===== config.mk =====
export PLATFORM = sky130hd
export DESIGN_NAME = bfiq_ram
export DESIGN_NICKNAME = d
export VERILOG_FILES = /design/src/hdl/bfiq_ram.sv
export SDC_FILE = /design/constraint.sdc
export NUM_CORES = 2
export LEC_CHECK = 0
export BUFFER_PORTS_ARGS = -buffer_cell sky130_fd_sc_hd__buf_2
export CELL_PAD_IN_SITES_DETAIL_PLACEMENT = 1
export CELL_PAD_IN_SITES_GLOBAL_PLACEMENT = 2
export CORE_MARGIN = 5
export CORE_UTILIZATION = 40
export CTS_CLUSTER_SIZE = 20
export DETAILED_ROUTE_END_ITERATION = 7
export PLACE_DENSITY = 0.69
export SLEW_MARGIN = 20
export SYNTH_ARGS = -nofsm -noshare
export SYNTH_HDL_FRONTEND = slang
export SYNTH_SLANG_ARGS = --single-unit
export TNS_END_PERCENT = 1

===== constraint.sdc =====
create_clock -name clk -period 6.7 [get_ports clk]
set_input_delay 1.005 -clock clk [delete_from_list [all_inputs] [get_ports clk]]
set_output_delay 1.005 -clock clk [all_outputs]
set_load 0.005 [all_outputs]

===== src/hdl/bfiq_ram.sv =====
// ----------------------------------------------------------------------------
// bfiq_ram
// Generic single-port synchronous RAM with registered read data.
// ----------------------------------------------------------------------------
`default_nettype none

module bfiq_ram #(
	parameter int W = 8,
	parameter int D = 256
) (
	input  wire logic                 clk,
	input  wire logic                 we,
	input  wire logic [$clog2(D)-1:0] addr,
	input  wire logic [W-1:0]         wdata,
	output logic      [W-1:0]         rdata
);

	logic [W-1:0] mem_q [D];

	// Write at the address, register the read of the same address
	always_ff @(posedge clk) begin
		if (we) begin
			mem_q[addr] <= wdata;
		end
		rdata <= mem_q[addr];
	end

endmodule

`default_nettype wire


== Word-level counts from Yosys, hierarchy flattened ==
Memory sizes are Yosys's and may differ from the RTL's. A register that Yosys moved wholly into a read port is not among the register bits.
Cells that the tools add are included.
Cells by class
  $add $sub $neg: 0
  multipliers: 0
  div/mod/pow operators: 0
  order comparisons: 0
  equality and inequality tests: 0
  shifts and indexed selects: 0
  mux-type cells: 2
  bitwise logic cells: 0
  reduce and logical (&&, ||, !) cells: 0
Operator list (count)
  $mux 1: 2
Word-level totals
  register bits after elaboration: 0
  bits in latches: 0
  bits in writable memories: 2048
  memory bits (read-only): 0
  output and inout port bits: 8
  logic and storage cells: 3
  memories kept: 1
Memory list
  mem_q: words 256, bits a word 8, read ports 1, clocked after Yosys merged registers in 1, write ports 1, line 18  | logic [W-1:0] mem_q [D];

== Logic depth before layout (Yosys ltp) ==
  depth after elaboration: 2
  depth in mapped cells: 10
  depth with buffers taken out: 5

== Worst setup path after synthesis ==
Ideal clock, no wire load.
  path type: input port to flip-flop
  from: input addr[1]
  to: memory mem_q[111][0] (enable)
  setup time: 0.370 ns
  data arrival time: 2.854 ns
  required time: 6.330 ns
  setup slack: 3.476 ns
  stages on the path: 9
  cell sequence: buf_2 clkbuf_1 clkbuf_1 nand2_1 buf_2 nor2_1 nand2_1 clkbuf_1 nor2_1
RTL lines
  from (decl): line 13  | input wire logic [$clog2(D)-1:0] addr,
  to (decl): line 18
No word-level cell before the write port.

==> run_summary.xml <==
<?xml version="1.0" encoding="UTF-8"?>
<metrics>
  <group name="global_routing">
    <metric name="grt_pass1_vias" unit="">39533</metric>
    <metric name="globalRouteOverflowTotal" unit="">0</metric>
    <metric name="number_of_antenna_violations_at_the_first_check_in_global_routing" unit="">7</metric>
    <metric name="grt_max_degree" unit="">206</metric>
    <metric name="grt_first_pass_wirelength" unit="µm">294000</metric>
    <metric name="grt_usage" unit="%">19.8</metric>
  </group>
  <group name="clocking">
    <metric name="tritoncts_num_sinks" unit="">2056</metric>
    <metric name="postCtsResizedCells" unit="">0</metric>
    <metric name="clock_latency" unit="ns">0.84</metric>
    <metric name="postCtsHoldBufs" unit="">0</metric>
    <metric name="worst_setup_hold_path_clk_slew" unit="ns">0.06</metric>
    <metric name="htreeDepth" unit="">4</metric>
    <metric name="clock_tree.root_cell" unit="">clkbuf_16</metric>
    <metric name="cts_max_path_buffers" unit="">3</metric>
    <metric name="cts_inserted_buffers" unit="">209</metric>
    <metric name="tritoncts" unit="">built</metric>
    <metric name="post_cts.repair.setup_buffers" unit="">0</metric>
  </group>
  <group name="sta">
    <metric name="worst-slew-pin-transition" unit="ns">1.16</metric>
    <metric name="clock_skew" unit="ns">0.0474</metric>
    <metric name="unrepaired_setup_endpoints_after_global_routing" unit="">no</metric>
    <metric name="postLayoutSetupSlackWorst" unit="ns">2.73</metric>
    <metric name="final_max_slew_viol_count" unit="">0</metric>
    <metric name="fin_crit_sh" unit="%">59.3</metric>
    <metric name="timing.final.setup_violations" unit="">0</metric>
    <metric name="clock.fmax" unit="MHz">252</metric>
    <metric name="holdWs" unit="ns">0.593</metric>
    <metric name="maxSlewHeadroom" unit="%">22.9</metric>
    <metric name="totalNegativeSetupSlack" unit="ns">0</metric>
    <metric name="report.final.hold_viol_count" unit="">0</metric>
    <metric name="timing.final.crit_period" unit="ns">3.97</metric>
  </group>
  <group name="floorplan">
    <metric name="fp.dieW" unit="µm">453</metric>
    <metric name="floorplan.rows" unit="">162</metric>
    <metric name="fp.coreArea" unit="mm²">0.195</metric>
    <metric name="start_util" unit="%">40.3</metric>
    <metric name="dieArea" unit="mm²">0.205</metric>
    <metric name="boundary_pin_count" unit="">26</metric>
    <metric name="die_h" unit="µm">453</metric>
  </group>
  <group name="worst_setup_path">
    <metric name="critPathLaunchType" unit="">input pin</metric>
    <metric name="ff2ff_setup_slack" unit="ns">4.00</metric>
    <metric name="ff2ff_path_depth" unit="">5</metric>
    <metric name="timing.critical_path.fanout_max" unit="">57</metric>
    <metric name="cp_data_arrival_time" unit="ns">4.64</metric>
    <metric name="critical_path.endpoint_type" unit="">flip-flop</metric>
    <metric name="timing.critical_path.buf_inv" unit="">3</metric>
    <metric name="timing.critical_path.cells" unit="">buf_8, buf_12, buf_4, mux4_2, a22oi_1, a21oi_1, o41ai_1, nand4_1</metric>
    <metric name="cpPeakStageDelay" unit="ns">0.92</metric>
    <metric name="critPathTopFamily" unit="">compound AO/OA/AOI/OAI gates</metric>
    <metric name="path_class" unit="">input pin to flip-flop</metric>
    <metric name="r2r-start" unit="">mem_q[108][5]</metric>
    <metric name="critical_path_required" unit="ns">7.36</metric>
    <metric name="cpMaxStageDelayCell" unit="">o41ai_1</metric>
    <metric name="worstReg2RegEnd" unit="">rdata[5]</metric>
  </group>
  <group name="logic_synthesis">
    <metric name="syn-mean-instance-area" unit="µm²">22.1</metric>
    <metric name="ys_ff_latch" unit="">2056</metric>
    <metric name="post_synth_inst_count" unit="">3547</metric>
    <metric name="synth_cell_type_count" unit="">22</metric>
    <metric name="ys_warn_count" unit="">0</metric>
    <metric name="synth-seq-area-share" unit="%">78.6</metric>
    <metric name="synth_fp_nets" unit="">3565</metric>
    <metric name="syn_area" unit="mm²">0.0785</metric>
  </group>
  <group name="final_layout">
    <metric name="nNetsFinal" unit="">3674</metric>
    <metric name="finalInstanceArea" unit="mm²">0.0888</metric>
    <metric name="fillers" unit="">17788</metric>
    <metric name="syn2layout_area_growth" unit="%">13.1</metric>
    <metric name="count_of_placed_standard_cells_in_the_final_layout_fillers_left_out" unit="">6456</metric>
    <metric name="drive_above_1_share" unit="%">25.6</metric>
  </group>
  <group name="drt">
    <metric name="wire_per_inst" unit="µm">31.4</metric>
    <metric name="dr.first_iter.drc_count" unit="">3989</metric>
    <metric name="routed-via-count" unit="">37188</metric>
    <metric name="detail_route.wirelength" unit="µm">203000</metric>
    <metric name="drt_pre_antenna_iters" unit="">6</metric>
    <metric name="detail_route.vias_per_cell" unit="">5.76</metric>
    <metric name="drc" unit="">0</metric>
    <metric name="ant_nets" unit="">0</metric>
  </group>
  <group name="hold_path">
    <metric name="start_point_of_the_worst_min_delay_path" unit="">wdata[2]</metric>
    <metric name="worstHoldPathType" unit="">input pin to flip-flop</metric>
    <metric name="worstHoldEndpoint" unit="">mem_q[89][2]</metric>
    <metric name="min_delay_path_depth" unit="">1</metric>
  </group>
  <group name="placed_design">
    <metric name="dpl_cell_area" unit="mm²">0.0821</metric>
    <metric name="detailed_place_hpwl" unit="µm">118000</metric>
    <metric name="gp_congestion" unit="">0.770</metric>
    <metric name="placement.io_buffers" unit="">25</metric>
    <metric name="post_place_worst_slack" unit="ns">1.74</metric>
    <metric name="numPlacedInstances" unit="">6069</metric>
  </group>
  <group name="pwr">
    <metric name="p_comb_share" unit="%">4.5</metric>
    <metric name="share_clk_of_total_power" unit="%">42.3</metric>
    <metric name="powerDensity" unit="mW/mm²">301</metric>
    <metric name="ir_worst_vdd" unit="mV">0.228</metric>
    <metric name="seq_power_share" unit="%">53.3</metric>
    <metric name="switchingPower" unit="µW">5760</metric>
    <metric name="leakagePower" unit="µW">0.0267</metric>
    <metric name="internal-power" unit="µW">20900</metric>
    <metric name="power_switching_share" unit="%">21.6</metric>
  </group>
  <group name="run_status">
    <metric name="status" unit="">finished, final reports clean</metric>
  </group>
  <group name="flow_run">
    <metric name="max_cap_viol_count" unit="">0</metric>
  </group>
</metrics>
## final cells by class
cell class	count	area (µm²)	share of cell area [%]
Antenna cell	2	5.00	0.00564
Clock buffer	257	5490	6.19
Clock inverter	128	1120	1.26
Inverter	1	3.75	0.00423
Multi-Input combinational cell	1258	16000	18.0
Sequential cell	2056	61700	69.5
Tap cell	2624	3280	3.70
Timing Repair Buffer	130	1230	1.39
## cell usage after synthesis
cell type | number | share of area [%]
edfxtp_1 | 2048 | 78
mux4_2 | 512 | 15
a22oi_1 | 256 | 2.4
nor2_1 | 232 | 1.1
clkbuf_1 | 145 | 0.69
a21oi_1 | 128 | 0.82
buf_2 | 36 | 0.23
o41ai_1 | 32 | 0.36
nor3_1 | 30 | 0.19
nand2_1 | 28 | 0.13
buf_1 | 19 | 0.091
buf_4 | 16 | 0.15
buf_6 | 16 | 0.23
nand3_1 | 13 | 0.083
dfxtp_1 | 8 | 0.20
nand4_1 | 8 | 0.064
nor2b_1 | 7 | 0.056
nand2b_1 | 6 | 0.048
and2_1 | 3 | 0.024
or2_2 | 2 | 0.016
inv_1 | 1 | 0.0048
or3_1 | 1 | 0.0080
## metrics by stage
| step | total power [µW] | util (%) |
|---|---|---|
| after floorplan | 15100 | - |
| after global placement | 15700 | 42.1 |
| after detailed placement | 15700 | 42.1 |
| after CTS | 26900 | 45.5 |
| after global routing | 27600 | 45.5 |
| final | 26700 | 45.5 |
## cell usage in the layout (no fill, tap or decap), types with 6 or more instances in the layout
| master | instances |
|---|---|
| nand3_1 | 7 |
| nand4_1 | 8 |
| dfxtp_1 | 8 |
| nor2_1 | 231 |
| buf_4 | 85 |
| nor3_2 | 9 |
| clkinv_2 | 49 |
| o41ai_2 | 15 |
| nor3_1 | 21 |
| edfxtp_1 | 2048 |
| buf_12 | 18 |
| a21oi_1 | 128 |
| mux4_2 | 512 |
| nand3_2 | 6 |
| clkbuf_16 | 211 |
| buf_8 | 10 |
| o41ai_1 | 17 |
| buf_2 | 17 |
| a22oi_1 | 256 |
| nand2_1 | 26 |
| bufinv_16 | 13 |
| clkbuf_1 | 42 |
| clkinv_1 | 46 |
## cells by family (layout without fill, tap and decap cells)
family / after synthesis / after routing / synth area share [%]
and+or+nand+nor: 330 / 330 / 1.73
AOI/OAI and AO/OA: 416 / 416 / 3.62
buffers and inverters: 233 / 516 / 1.40
other: 0 / 2 / 0
DFF: 2056 / 2056 / 78.6
muxes: 512 / 512 / 14.7
## state kept, by name, indices dropped and copies added (netlist names)
signal and count:
mem_q 2048, rdata 8
## per-layer routing
| layer | global-route usage (%) | wire length [µm] | vias up |
|---|---|---|---|
| met2 | 32.4 | 100000 | 1182 |
| met4 | 5.66 | 5580 | 0 |
| li1 | - | - | 15300 |
| met1 | 27.6 | 84700 | 20431 |
| met5 | 0 | 0 | - |
| met3 | 3.34 | 12000 | 275 |
## power groups by stage
stage | clock (µW) | combinational, µW | sequential (µW)
final | 11300 | 1190 | 14200
after global routing | 12100 | 1260 | 14200
after CTS | 11500 | 1210 | 14200
after detailed placement | 0 | 1210 | 14500
after global placement | 0 | 1190 | 14500
after floorplan | 0 | 630 | 14500
## worst max path at each step
stage	depth (start not counted)	from	slack, ns	end
2_1_floorplan	9	addr[1]	3.48	mem_q[111][0]
3_3_place_gp	7	addr[0]	1.38	rdata[4]
3_5_place_dp	8	addr[0]	1.74	rdata[4]
4_1_cts	8	addr[0]	2.66	rdata[4]
5_1_grt	8	addr[0]	2.60	rdata[4]
6_report	8	addr[0]	2.73	rdata[4]
No activity file was read; power rests on OpenSTA's default activity.
