===== src/hdl/bfiq_pkg.sv =====
// ----------------------------------------------------------------------------
// bfiq_pkg
// Shared types, sizes and helpers for the bloom filter insert/query unit.
// ----------------------------------------------------------------------------
`default_nettype none

package bfiq_pkg;

	// Storage geometry
	localparam int MAX_BYTES = 8192;
	localparam int BYTE_W    = 8;
	localparam int ADDR_W    = $clog2(MAX_BYTES);
	localparam int POS_W     = ADDR_W + 3;
	localparam int EFF_W     = POS_W + 1;
	localparam int CAP_BITS  = MAX_BYTES * 8;

	// Register and field widths
	localparam int CFG_W      = 17;
	localparam int CNT_W      = 5;
	localparam int HASH_W     = 32;
	localparam int HASH_LIMIT = 30;
	localparam int MIN_BITS   = 64;
	localparam int ROT        = 17;

	// Remainder unit: a 33-bit dividend covers both the hash and 2^32
	localparam int DVD_W  = HASH_W + 1;
	localparam int STEP_W = $clog2(DVD_W + 1);

	typedef enum logic [1:0] {
		ACT_CLEAR  = 2'd0,
		ACT_INSERT = 2'd1,
		ACT_QUERY  = 2'd2,
		ACT_NONE   = 2'd3
	} action_t;

	typedef enum logic [0:0] {
		REG_FILTER_BITS = 1'b0,
		REG_HASH_COUNT  = 1'b1
	} cfg_reg_t;

	typedef enum logic [2:0] {
		ST_SWEEP,
		ST_IDLE,
		ST_MOD_H,
		ST_MOD_D,
		ST_MOD_W,
		ST_RD,
		ST_CHK,
		ST_FIN
	} state_t;

	// Clamp to the minimum, round up to whole bytes, limit to capacity
	function automatic logic [EFF_W-1:0] eff_bits(input logic [CFG_W-1:0] fb);
		logic [CFG_W:0] lo;
		logic [CFG_W:0] rnd;
		lo  = (fb < CFG_W'(MIN_BITS)) ? (CFG_W+1)'(MIN_BITS) : {1'b0, fb};
		rnd = lo + (CFG_W+1)'(7);
		rnd = {rnd[CFG_W:3], 3'b000};
		if (rnd > (CFG_W+1)'(CAP_BITS)) begin
			return EFF_W'(CAP_BITS);
		end
		return EFF_W'(rnd);
	endfunction

endpackage

`default_nettype wire


===== src/hdl/bfiq_mod_unit.sv =====
// ----------------------------------------------------------------------------
// bfiq_mod_unit
// Bit-serial restoring remainder: one dividend bit per cycle, done pulse at
// the end with the remainder held until the next start.
// ----------------------------------------------------------------------------
`default_nettype none

module bfiq_mod_unit
	import bfiq_pkg::*;
(
	input  wire logic             clk,
	input  wire logic             arst_n,
	input  wire logic             go,
	input  wire logic [DVD_W-1:0] dividend,
	input  wire logic [EFF_W-1:0] divisor,
	output logic                  done,
	output logic      [POS_W-1:0] rem
);

	logic [DVD_W-1:0]  dvd_q;
	logic [POS_W-1:0]  rem_q;
	logic [EFF_W-1:0]  dsr_q;
	logic [STEP_W-1:0] step_q;
	logic              busy_q;
	logic              done_q;
	logic [EFF_W-1:0]  part;
	logic [POS_W-1:0]  rem_next;

	// Shift in the next bit, subtract the divisor where it fits
	always_comb begin
		part = {rem_q, dvd_q[DVD_W-1]};
		if (part >= dsr_q) begin
			rem_next = POS_W'(part - dsr_q);
		end else begin
			rem_next = POS_W'(part);
		end
	end

	// Control: load on go, count down the dividend bits
	always_ff @(posedge clk or negedge arst_n) begin
		if (!arst_n) begin
			busy_q <= 1'b0;
			done_q <= 1'b0;
			step_q <= '0;
		end else begin
			done_q <= 1'b0;
			if (go) begin
				busy_q <= 1'b1;
				step_q <= STEP_W'(DVD_W);
			end else if (busy_q) begin
				step_q <= step_q - STEP_W'(1);
				if (step_q == STEP_W'(1)) begin
					busy_q <= 1'b0;
					done_q <= 1'b1;
				end
			end
		end
	end

	// Datapath
	always_ff @(posedge clk) begin
		if (go) begin
			dvd_q <= dividend;
			dsr_q <= divisor;
			rem_q <= '0;
		end else if (busy_q) begin
			dvd_q <= {dvd_q[DVD_W-2:0], 1'b0};
			rem_q <= rem_next;
		end
	end

	assign done = done_q;
	assign rem  = rem_q;

endmodule

`default_nettype wire


===== config.mk =====
export PLATFORM = sky130hd
export DESIGN_NAME = bfiq_mod_unit
export DESIGN_NICKNAME = d
export VERILOG_FILES = /design/src/hdl/bfiq_pkg.sv /design/src/hdl/bfiq_mod_unit.sv
export SDC_FILE = /design/constraint.sdc
export NUM_CORES = 1
export LEC_CHECK = 0
export ABC_AREA = 1
export ABC_CLOCK_PERIOD_IN_PS = 3690
export BUFFER_PORTS_ARGS = -buffer_cell sky130_fd_sc_hd__buf_2
export CAP_MARGIN = 10
export CORE_MARGIN = 3
export CORE_UTILIZATION = 37
export DETAILED_ROUTE_END_ITERATION = 10
export GPL_TIMING_DRIVEN = 0
export HOLD_SLACK_MARGIN = 0.12
export PLACE_DENSITY = 0.53
export SLEW_MARGIN = 0
export SYNTH_ARGS = -nofsm -noshare
export SYNTH_HDL_FRONTEND = slang
export SYNTH_SLANG_ARGS = --single-unit

===== constraint.sdc =====
create_clock -name clk -period 3.69 [get_ports clk]
set_clock_uncertainty 0.2 [all_clocks]
set_input_delay 1.107 -clock clk [delete_from_list [all_inputs] [get_ports clk]]
set_output_delay 1.107 -clock clk [all_outputs]
set_load 0.02 [all_outputs]

Yosys cells after proc, flatten, opt, wreduce, memory -nomap -nowiden
Index checks and enable logic that the tools add are counted.

operators by class
  mux-type cells = 11
  order comparisons = 1
  reduce and logical (&&, ||, !) cells = 1
  equal/unequal tests = 1
  $add $sub $neg = 2

operator list
  cell                                               number
  2-to-1 mux 33 bit                                  2
  >= comparator 17 bit                               1
  2-to-1 mux 16 bit                                  1
  subtractor 16 bit                                  1
  2-to-1 mux 6 bit                                   2
  == test 6 x 1 -> 1 bit (second input constant)     1
  2-to-1 mux 1 bit                                   6
  subtractor 6 x 1 -> 6 bit (second input constant)  1
  nonzero test 2 bit                                 1

storage, ports and cells
  logic and storage cells = 22
  output and inout bits = 17
  register bits after elaboration = 74
  input bits = 53

Depth between registers and ports, before layout
  word-level depth = 4
  depth in mapped cells = 15
  mapped depth without buffers = 15

Worst setup path after synthesis
No wires, ideal clock.

  kind = input -> register
  from = input port go
  to = register dvd_q[0] (enable)
  arrival = 2.301 ns
  library setup time = 0.557 ns
  slack = 0.631 ns
  required time = 2.933 ns
  path buffers = 1
  cell stages on the path = 3
  cells stage by stage = buf_2 nor2_2 clkinv_1

between the ends
  cells in the longest elaborated chain, start to end = 1

RTL lines
  element                              line                 text
  start, declared                      bfiq_mod_unit.sv:13  input wire logic go,
  nonzero test 2 bit (no source line)  -
  end signal, assigned                 bfiq_mod_unit.sv:63  dvd_q <= dividend;
  end signal, assigned                 bfiq_mod_unit.sv:67  dvd_q <= {dvd_q[DVD_W-2:0], 1'b0};
  end, declared                        bfiq_mod_unit.sv:20  logic [DVD_W-1:0] dvd_q;

No other way between the ends.
A chain may end at the register's enable or synchronous reset.

Worst setup path after layout
  from = input port go
  to = register step_q[1]

between the ends
  cells in the longest elaborated chain, start to end = 1
  elaborated cells on any way between the ends = 2
  those cells by class = 1 x mux; 1 x reduce/logical

RTL lines
  element                                                        line                 text
  2-to-1 mux 6 bit / nonzero test 2 bit (equally long branches)  -
  end signal, assigned                                           bfiq_mod_unit.sv:49  step_q <= STEP_W'(DVD_W);
  end signal, assigned                                           bfiq_mod_unit.sv:51  step_q <= step_q - STEP_W'(1);
  end, declared                                                  bfiq_mod_unit.sv:23  logic [STEP_W-1:0] step_q;

Parallel ways exist; a longest one is shown, timed or not.

==> flow_metrics.tcl <==
set metrics [dict create \
    min_period_ns 3.34 \
    drv_slew 0 \
    wl_per_cell_um 12.7 \
    antenna_left 0 \
    gp_congestion 0.860 \
    finalWirelength_um 9480 \
    worstSetupPathType "in -> reg" \
    syn-instance-count 524 \
    post-route-period-util_pct 90.4 \
    layout_common_cells "nand2_1, inv_1, buf_2" \
    syn-cell-area_mm2 0.00416 \
    fmax_mhz 300 \
    crit_required_ns 3.73 \
    timing.rr.end "step_q[1]$_DFFE_PN0P_" \
    seq_area_mm2 0.00202 \
    ys_seq_area_share_pct 48.6 \
    ios 70 \
    detailed_place_hpwl_um 6980 \
    cts_tree "built" \
    synth_flop_cell "edfxtp_1" \
    nets 677 \
    insertion_delay_ns 0.34 \
    vias_per_cell 4.56 \
    die-area_mm2 0.0126 \
    layout_commonest_cell "nand2_1" \
    fp.dieH_um 112 \
    cts_max_level 3 \
    ys_ff_latch 74 \
    post_cts_buffers 0 \
    rsz0062_at_grt "false" \
    rrSetupSlack_ns 1.23 \
    rr_worst_depth 3 \
    start_util_pct 38.1 \
    synth.net_count 597 \
    drt-initial-drc-count 116 \
    ys_async_sr_fraction_pct 10.8 \
    avgSynthCellArea_um2 7.95 \
    clock-root-buffer "clkbuf_16" \
    r2r_start "busy_q$_DFF_PN0_" \
    grt_pass1_wl_um 15900 \
    drt_first_pass_iters 5 \
    total_power_mw 2.44 \
    start_kind "input port" \
    ir_drop_uv 401 \
    cp-startpoint "go" \
    cts_resized 0 \
    power_density_mw_per_mm2 491 \
    overflow 0 \
    port_buffers 69 \
    die_w_um 112 \
    hold_path_class "reg -> reg" \
    hold_viol 0 \
    cts.clk_slew.worst_paths_ns 0.06 \
    crit_arrival_ns 3.37 \
    synthTopCellsByArea "edfxtp_1, nand2_1, dfxtp_1, inv_1, ha_1" \
    antenna_found_initial 0 \
    grt_start_max_net_pins 43 \
    hold_depth 2 \
    cts_made_buffers 9 \
    max_slew_margin_pct 51.2 \
    fp.coreArea_mm2 0.0109 \
    drv_cap 0 \
    fin_cells 749 \
    clk_path_buf_depth 2 \
    synthDistinctLibCells 31 \
    synth_top_area_cell "edfxtp_1" \
    grt_pass1_vias 3349 \
    worstSetupEndpointType "register" \
    setup_violations 0 \
    grt_use_total_pct 15.8 \
    drive_above_1_share_pct 16.7 \
    clock_sinks 74 \
    ys_warn_count 0 \
    area_growth_pct 19.4 \
    via_count 3418 \
    place_inst 733 \
    endpoint "step_q[1]$_DFFE_PN0P_" \
    num_rows 38 \
    route.detailed.drc 0 \
    crit_fanout 42 \
    synth-edff-count 50 \
    outcome "completed" \
    tightest_slew_ns 0.731 \
    synth_top_area_share_pct 36.1 \
    leakage_nw 2.62 \
    hold_buffers 0 \
    multiInputGateArea_mm2 0.00176 \
    antennaDiodeCount 0 \
    fillCellCount 1136 \
]
## worst min path at each step
stage | end | startpoint | slack [ns]
finish | rem[15]$_SDFFE_PP0P_ | rem[15]$_SDFFE_PP0P_ | 0.28
global route | step_q[5]$_DFFE_PN0P_ | step_q[5]$_DFFE_PN0P_ | 0.31
global placement | rem[15]$_SDFFE_PP0P_ | rem[15]$_SDFFE_PP0P_ | 0.26
CTS | rem[15]$_SDFFE_PP0P_ | rem[15]$_SDFFE_PP0P_ | 0.28
detailed placement | rem[10]$_SDFFE_PP0P_ | rem[10]$_SDFFE_PP0P_ | 0.27
floorplan | step_q[4]$_DFFE_PN0P_ | step_q[4]$_DFFE_PN0P_ | 0.26
## where the power goes
group	switching [mW]	leakage [nW]	internal, mW
clock network	0.345	0.138	0.523
logic	0.331	1.73	0.196
registers	0.0486	0.755	0.997
total	0.724	2.62	1.72
## state kept, by name, summed over array words and instances, names as in the netlist
signal,cells
busy_q,1
dsr_q,17
step_q,6
done,1
rem,16
dvd_q,33
## critical path: stages
cell      delay (ns)
buf_2           0.26
buf_2           0.27
nor2_2          0.52
clkinv_2        0.77
o22ai_1         0.40
## metal layers
| layer | GRT usage [%] | part of all wire, % |
|---|---|---|
| met4 | 4.57 | 1.7 |
| met2 | 25.2 | 45 |
| met1 | 20.1 | 46 |
| met5 | 0 | 0 |
| met3 | 6.04 | 6.5 |
## area by class of cell
| cell class | count | area share (%) |
|---|---|---|
| flip-flops and latches | 74 | 40.7 |
| multi-input cells | 357 | 35.4 |
| repair buffers | 69 | 6.94 |
| inverters | 82 | 6.21 |
| clock buffers | 11 | 4.68 |
| well taps | 140 | 3.52 |
| plain buffers | 11 | 1.51 |
| clock inverters | 5 | 1.11 |
## cell usage after synthesis, types with 2 or more instances
cell	n
dfxtp_1	16
and2_1	2
nor3_1	4
dfrtp_1	8
edfxtp_1	50
a21oi_1	12
nand3b_1	6
nor2_2	4
nand2_1	219
o21ai_2	2
nand2_4	2
clkbuf_1	5
ha_1	19
xnor2_1	6
inv_1	80
buf_2	2
nand3_2	4
nand3_1	39
nor2_1	14
o21ai_0	12
o21ai_1	3
nand4_1	4
buf_6	2
clkinv_1	2
## stage by stage
step / util [%] / hold WS (ns) / setup WS [ns] / instance area, um2 / TNS, ns
floorplan: - / 0.257 / 0.631 / 4160 / 0
global placement: 42.8 / 0.259 / -0.835 / 4680 / -34.15
detailed placement: 42.8 / 0.273 / -0.0599 / 4690 / -0.989
CTS: 45.5 / 0.279 / 0.320 / 4970 / 0
global route: 45.5 / 0.312 / 0.146 / 4970 / 0
finish: 45.5 / 0.275 / 0.355 / 4970 / 0
## kinds of logic (layout without fill, tap and decap cells)
logic type,count (synthesis),after routing,share of synthesized area [%]
simple gates,300,300,30.8
compound gates,30,30,3.82
flops,74,74,48.6
xor+xnor,7,7,1.47
buf+inv,93,178,9.19
fa+ha+maj,20,20,6.19
(Power assumes the default switching activity.)
